**config.mk**
```make
export PLATFORM = sky130hd
export DESIGN_NAME = ipid_sp_filter
export DESIGN_NICKNAME = d
export VERILOG_FILES = /design/src/rtl/core/ipid_pkg.sv /design/src/rtl/core/ipid_sp_filter.sv
export SDC_FILE = /design/constraint.sdc
export NUM_CORES = 2
export LEC_CHECK = 0
export BUFFER_PORTS_ARGS = -buffer_cell sky130_fd_sc_hd__buf_2
export CORE_ASPECT_RATIO = 0.6
export CORE_MARGIN = 2
export CORE_UTILIZATION = 36
export DETAILED_ROUTE_END_ITERATION = 8
export GPL_TIMING_DRIVEN = 0
export SYNTH_ARGS = -nofsm -noshare
export SYNTH_HDL_FRONTEND = slang
export SYNTH_SLANG_ARGS = --single-unit
```
**constraint.sdc**
```tcl
create_clock -name vclk -period 17.42
set_input_delay 0.871 -clock vclk [all_inputs]
set_output_delay 0.871 -clock vclk [all_outputs]
set_load 0.005 [all_outputs]
```
**src/rtl/core/ipid_pkg.sv**
```systemverilog
// Shared types and constants for the velocity-form PID with setpoint preview.
// No dependencies; every other file of the block imports this package.
`default_nettype none

package ipid_pkg;

  localparam int VALUE_BITS    = 24;              // signed Q8.16 values
  localparam int ERR_BITS      = VALUE_BITS + 1;  // difference of two values
  localparam int COEF_BITS     = 24;
  localparam int FRAC_BITS     = 16;
  localparam int ROUND_HALF    = 2 ** (FRAC_BITS - 1);
  localparam int DRIVE_BITS    = 19;              // unsigned Q3.16
  localparam int DRIVE_MAX     = 327680;          // 5.0
  localparam int SMOOTH_BITS   = 17;
  localparam int ONE_Q16       = 65536;
  localparam int PREVIEW_BITS  = 3;
  localparam int WIN_S_BITS    = 23;
  localparam int WIN_MS_BITS   = 33;
  localparam int MS_PER_S      = 1000;
  localparam int TIME_BITS     = 32;
  localparam int CFG_IDX_BITS  = 3;
  localparam int CFG_DATA_BITS = 24;

  typedef enum logic {
    OP_SAMPLE   = 1'b0,
    OP_SETPOINT = 1'b1
  } op_t;

  typedef enum logic [CFG_IDX_BITS-1:0] {
    CFG_COEF_NOW       = 3'd0,
    CFG_COEF_PREV      = 3'd1,
    CFG_COEF_PREV2     = 3'd2,
    CFG_SMOOTHING      = 3'd3,
    CFG_PREVIEW        = 3'd4,
    CFG_START_SETPOINT = 3'd5,
    CFG_WINDOW_START   = 3'd6,
    CFG_WINDOW_END     = 3'd7
  } cfg_idx_t;

  typedef struct packed {
    logic signed [COEF_BITS-1:0] q0;
    logic signed [COEF_BITS-1:0] q1;
    logic signed [COEF_BITS-1:0] q2;
  } coef_t;

endpackage

`default_nettype wire

```
**src/rtl/core/ipid_sp_filter.sv**
```systemverilog
// First-order setpoint prefilter: alfa*last + (1-alfa)*offer, rounded to Q.16.
// Depends on ipid_pkg.
`default_nettype none

module ipid_sp_filter (
  input  logic [ipid_pkg::SMOOTH_BITS-1:0]       smoothing_i,
  input  logic signed [ipid_pkg::VALUE_BITS-1:0] last_i,
  input  logic signed [ipid_pkg::VALUE_BITS-1:0] offer_i,
  output logic signed [ipid_pkg::VALUE_BITS-1:0] filtered_o
);
  import ipid_pkg::*;

  localparam int FPROD_W = SMOOTH_BITS + 1 + VALUE_BITS;
  localparam int FSUM_W  = FPROD_W + 1;
  localparam logic signed [FSUM_W-1:0] HALF_LSB = FSUM_W'(ROUND_HALF);

  logic [SMOOTH_BITS-1:0]     alfa, beta;
  logic signed [SMOOTH_BITS:0] alfa_s, beta_s;
  logic signed [FPROD_W-1:0]  prod_a, prod_b;
  logic signed [FSUM_W-1:0]   sum, rnd;

  assign alfa   = (smoothing_i > SMOOTH_BITS'(ONE_Q16)) ? SMOOTH_BITS'(ONE_Q16) : smoothing_i;
  assign beta   = SMOOTH_BITS'(ONE_Q16) - alfa;
  assign alfa_s = $signed({1'b0, alfa});
  assign beta_s = $signed({1'b0, beta});

  assign prod_a = alfa_s * last_i;
  assign prod_b = beta_s * offer_i;
  assign sum    = prod_a + prod_b;
  assign rnd    = (sum + HALF_LSB) >>> FRAC_BITS;

  // wraps to the value width, same as the stored line slots
  assign filtered_o = rnd[VALUE_BITS-1:0];

endmodule

`default_nettype wire

```
# == Word level (Yosys, flattened, before mapping) ==
# Cells that the tools add are included.
# W data, S select, Z words.
# word_totals
reg_bits,0
input_bits,65
# classes
add_sub_neg,3
multipliers,2
order_cmp,1
muxes,1
# ops
op,n
$mul A18 B24 Y40,2
$add A40 B17 Y40 const B,1
$add A40 B40 Y40,1
$gt A17 B17 Y1 const B,1
$mux W17,1
$sub A17 B17 Y17 const A,1

# == Logic depth before layout (Yosys ltp) ==
# depth
word_depth,6
ltp_mapped,38
mapped_depth_nobuf,33

# == Worst setup path after synthesis ==
# Ideal clock, no wire load.
# synth_path
path_type,input to output
start,input port smoothing_i[16] in the netlist's numbering
end,output port filtered_o[18] in the netlist's numbering
arrival_time_ns,9.620
setup_slack_ns,6.929
stages,34
path_buffers,5
cell_sequence,clkbuf_1 > clkbuf_1 > nor2b_1 > clkbuf_1 > clkbuf_1 > inv_1 > ha_1 > nand2_1 > nor3_4 > nand2b_2 > or4_4 > a21oi_4 > buf_4 > nand2_1 > fa_1 > inv_1 > fa_1 > fa_1 > fa_1 > fa_1 > fa_1 > fa_1 > inv_1 > fa_1 > inv_1 > ha_1 > a211oi_1 > o21ai_0 > a221o_1 > o31a_1 > a31oi_1 > o21a_1 > nor2_1 > o311ai_1
# synth_via
elab_chain_cells,6
word_cells_on_any_way,7
classes_between,add/sub (3); mul (2); order compare (1); mux (1)
# synth_rtl
element,line,text
"start, declared",ipid_sp_filter.sv:6,"input logic [ipid_pkg::SMOOTH_BITS-1:0] smoothing_i,"
$gt A17 B17 Y1,ipid_sp_filter.sv:22,assign alfa = (smoothing_i > SMOOTH_BITS'(ONE_Q16)) ? SMOOTH_BITS'(ONE_Q16) : smoothing_i;
$mux W17 (*),ipid_sp_filter.sv:22,
$sub A17 B17 Y17,ipid_sp_filter.sv:23,assign beta = SMOOTH_BITS'(ONE_Q16) - alfa;
$mul A18 B24 Y40,ipid_sp_filter.sv:28,assign prod_b = beta_s * offer_i;
$add A40 B40 Y40 (*),ipid_sp_filter.sv:29,assign sum = prod_a + prod_b;
$add A40 B17 Y40 (*),ipid_sp_filter.sv:30,assign rnd = (sum + HALF_LSB) >>> FRAC_BITS;
"end, declared",ipid_sp_filter.sv:9,output logic signed [ipid_pkg::VALUE_BITS-1:0] filtered_o
# Mark *: on every way between the ends. The rest lies on a longest branch, timed or not.

# == Worst setup path in the final report ==
# layout_path
start,input port smoothing_i[16] in the netlist's numbering
end,output port filtered_o[8] in the netlist's numbering
# Same word-level chain as after synthesis.

==> run_results.csv <==
group,metric,value,unit
logic_synthesis,ys_types,60,
critical_path,cp.required,16.55,ns
grt,met2_usage,28.8,%
sta,slew_viol_final,0,
final_layout,seq_area,0,sq um
logic_synthesis,netlist_instances,3196,
logic_synthesis,synth_top_area_share,58.0,%
critical_path,slowest_stage,"a21boi_0",
sta,fin_crit_sh,80.6,%
final_layout,seq_cells,0,
sta,worst_pin_slew,1.41,ns
route,dr.pass1.iters,6,
grt,grt_overflow,0,
grt,grt_pass1_wl,145000,um
sta,rsz0062_at_grt,"no",
clock_tree,cts_resized,0,
grt,use_met1,38.6,%
floorplan,io_pins,89,
sta,setup_viol,0,
route,postRouteAntennaNets,0,
run_status,run_status,"complete, no violations",
sta,hold_ws,2.39,ns
route,vias,21000,
grt,antenna_found_initial,6,
placement,dp_hpwl,84500,um
critical_path,start_kind,"input port",
critical_path,path_class,"in -> out",
route,drt_iter0_drc,2119,
final_layout,drive_gt1_share,3.38,%
critical_path,crit_buf_inv,12,
floorplan,core-area,79700,sq um
critical_path,cp_common_cell,"fa_1",
grt,grt_busiest_layer,"met1",
critical_path,cp_data_arrival_time,13.17,ns
route,detail_route.wirelength,94500,um
clock_tree,cts.hold.buffers_added,0,
route,wl_per_cell,21.7,um
logic_synthesis,yosysTopAreaCell,"fa_1",
critical_path,endpoint,"filtered_o[8]",
sta,setup_tns,0,ns
critical_path,slowest_delay,0.98,ns
placement,io_buffers,89,
sta,fmax,71.2,MHz
logic_synthesis,netlist_area,29000,sq um
sta,max_slew_margin,6.03,%
critical_path,end_kind,"primary output",
grt,grt_max_degree,11,
min_path,hp-class,"in -> out",
critical_path,crit_cells,36,
critical_path,critPathMaxFanout,10,
final_layout,n_clock_buffer,0,
floorplan,dieArea,83100,sq um
floorplan,die_w,371,um
critical_path,worstSetupStartpoint,"smoothing_i[16]",
logic_synthesis,synth_seq_area_share,0,%
sta,hold_viol,0,
run,max_cap_viol_count,0,
logic_synthesis,yosys-top-cells-area,"fa_1 58%, inv_1 12%, ha_1 8.5%, and2_1 6.9%, nand2_1 6.4%",
floorplan,die_h,224,um
final_layout,syn_to_final_growth,6.15,%
grt,grt_usage,23.7,%
logic_synthesis,synth.avg_cell_area,9.09,sq um
floorplan,initial_core_util,36.5,%
clock_tree,postCtsSetupBuffers,0,
logic_synthesis,yosysWarnings,0,
floorplan,row_count,80,
grt,first_global_vias,22100,
sta,fin_crit,14.04,ns
logic_synthesis,synth_nets,4299,
final_layout,nets,4390,
final_layout,nFillCells,8173,
critical_path,path_delay_family,"adder cells",
grt,grtUsageMet3,9.96,%
placement,place.gp.congestion,0.967,
route,drc,0,
route,via_per_inst,4.82,
[tightest hold or removal path, stage by stage]
cell      delay [ns]
buf_2           0.18
o221ai_1        0.15
xnor2_1         0.11
xnor2_1         0.12
buf_2           0.10
[per-layer routing]
layer	share of wire, %	wire, um
met1	48	45600
met4	1.2	1160
met5	0	0
met2	35	32800
met3	16	14900
[through the flow]
| stage | utilization (%) | area [sq um] | cells | setup WS (ns) |
|---|---|---|---|---|
| 6_report | 38.7 | 30800 | 4354 | 3.38 |
| 3_3_place_gp | 38.7 | 30800 | 4351 | 3.68 |
| 3_5_place_dp | 38.7 | 30800 | 4351 | 3.68 |
| 5_1_grt | 38.7 | 30800 | 4353 | 2.87 |
| 2_1_floorplan | - | 29000 | 3196 | 6.93 |
| 4_1_cts | 38.7 | 30800 | 4351 | 3.62 |
[final cells by class]
| type | instances | area, sq um | area share (%) |
|---|---|---|---|
| timing repair buffer | 89 | 445 | 1.44 |
| tap | 1066 | 1330 | 4.33 |
| buffer | 132 | 519 | 1.68 |
| inverter | 947 | 3550 | 11.5 |
| multi-input combinational | 2117 | 25000 | 81.0 |
| antenna | 3 | 7.51 | 0.0243 |
[cells in the mapped netlist, types with 4 or more instances]
cell and instances:
nor3_1 9, nor2b_1 19, nor4_1 4, fa_1 841, and2_1 321, xnor2_1 42
ha_1 197, xor2_1 14, o21ai_0 10, buf_2 4, o21a_1 7, a21o_1 11
a21oi_1 21, inv_1 947, nand3_1 9, buf_1 4, clkbuf_1 120, nand2_1 492
nor2_1 36, nand2b_1 4, and3_1 27, a21boi_0 5
[layout by cell type (no fill, tap or decap), types with 5 or more instances in the layout]
| cell type | count |
|---|---|
| inv_1 | 947 |
| fa_1 | 841 |
| nand2_1 | 492 |
| and2_1 | 321 |
| ha_1 | 197 |
| clkbuf_1 | 120 |
| buf_2 | 93 |
| xnor2_1 | 42 |
| nor2_1 | 36 |
| and3_1 | 27 |
| a21oi_1 | 21 |
| nor2b_1 | 19 |
| xor2_1 | 14 |
| a21o_1 | 11 |
| o21ai_0 | 10 |
| nor3_1 | 9 |
| nand3_1 | 9 |
| o21a_1 | 7 |
| a21boi_0 | 5 |
[worst min path at each step]
stage                            from  cells past startpoint  slack (ns)              to
after floorplan           offer_i[23]                      3        2.01  filtered_o[23]
final                     offer_i[23]                      5        2.39  filtered_o[23]
after detailed placement  offer_i[23]                      5        2.40  filtered_o[23]
after global routing      offer_i[23]                      5        2.43  filtered_o[23]
after CTS                 offer_i[23]                      5        2.41  filtered_o[23]
after global placement    offer_i[23]                      5        2.41  filtered_o[23]
[cell families after synthesis]
logic type / synth area share, %
xor gates and xnor gates: 1.74
buffers and inverters: 14.0
and+or+nand+nor: 15.7
muxes: 0.0689
AOI/OAI and AO/OA: 1.99
adders and majority gates: 66.4
Power is not shown: default switching activity piles up to over one toggle a cycle in this logic, so the estimate is an artifact.
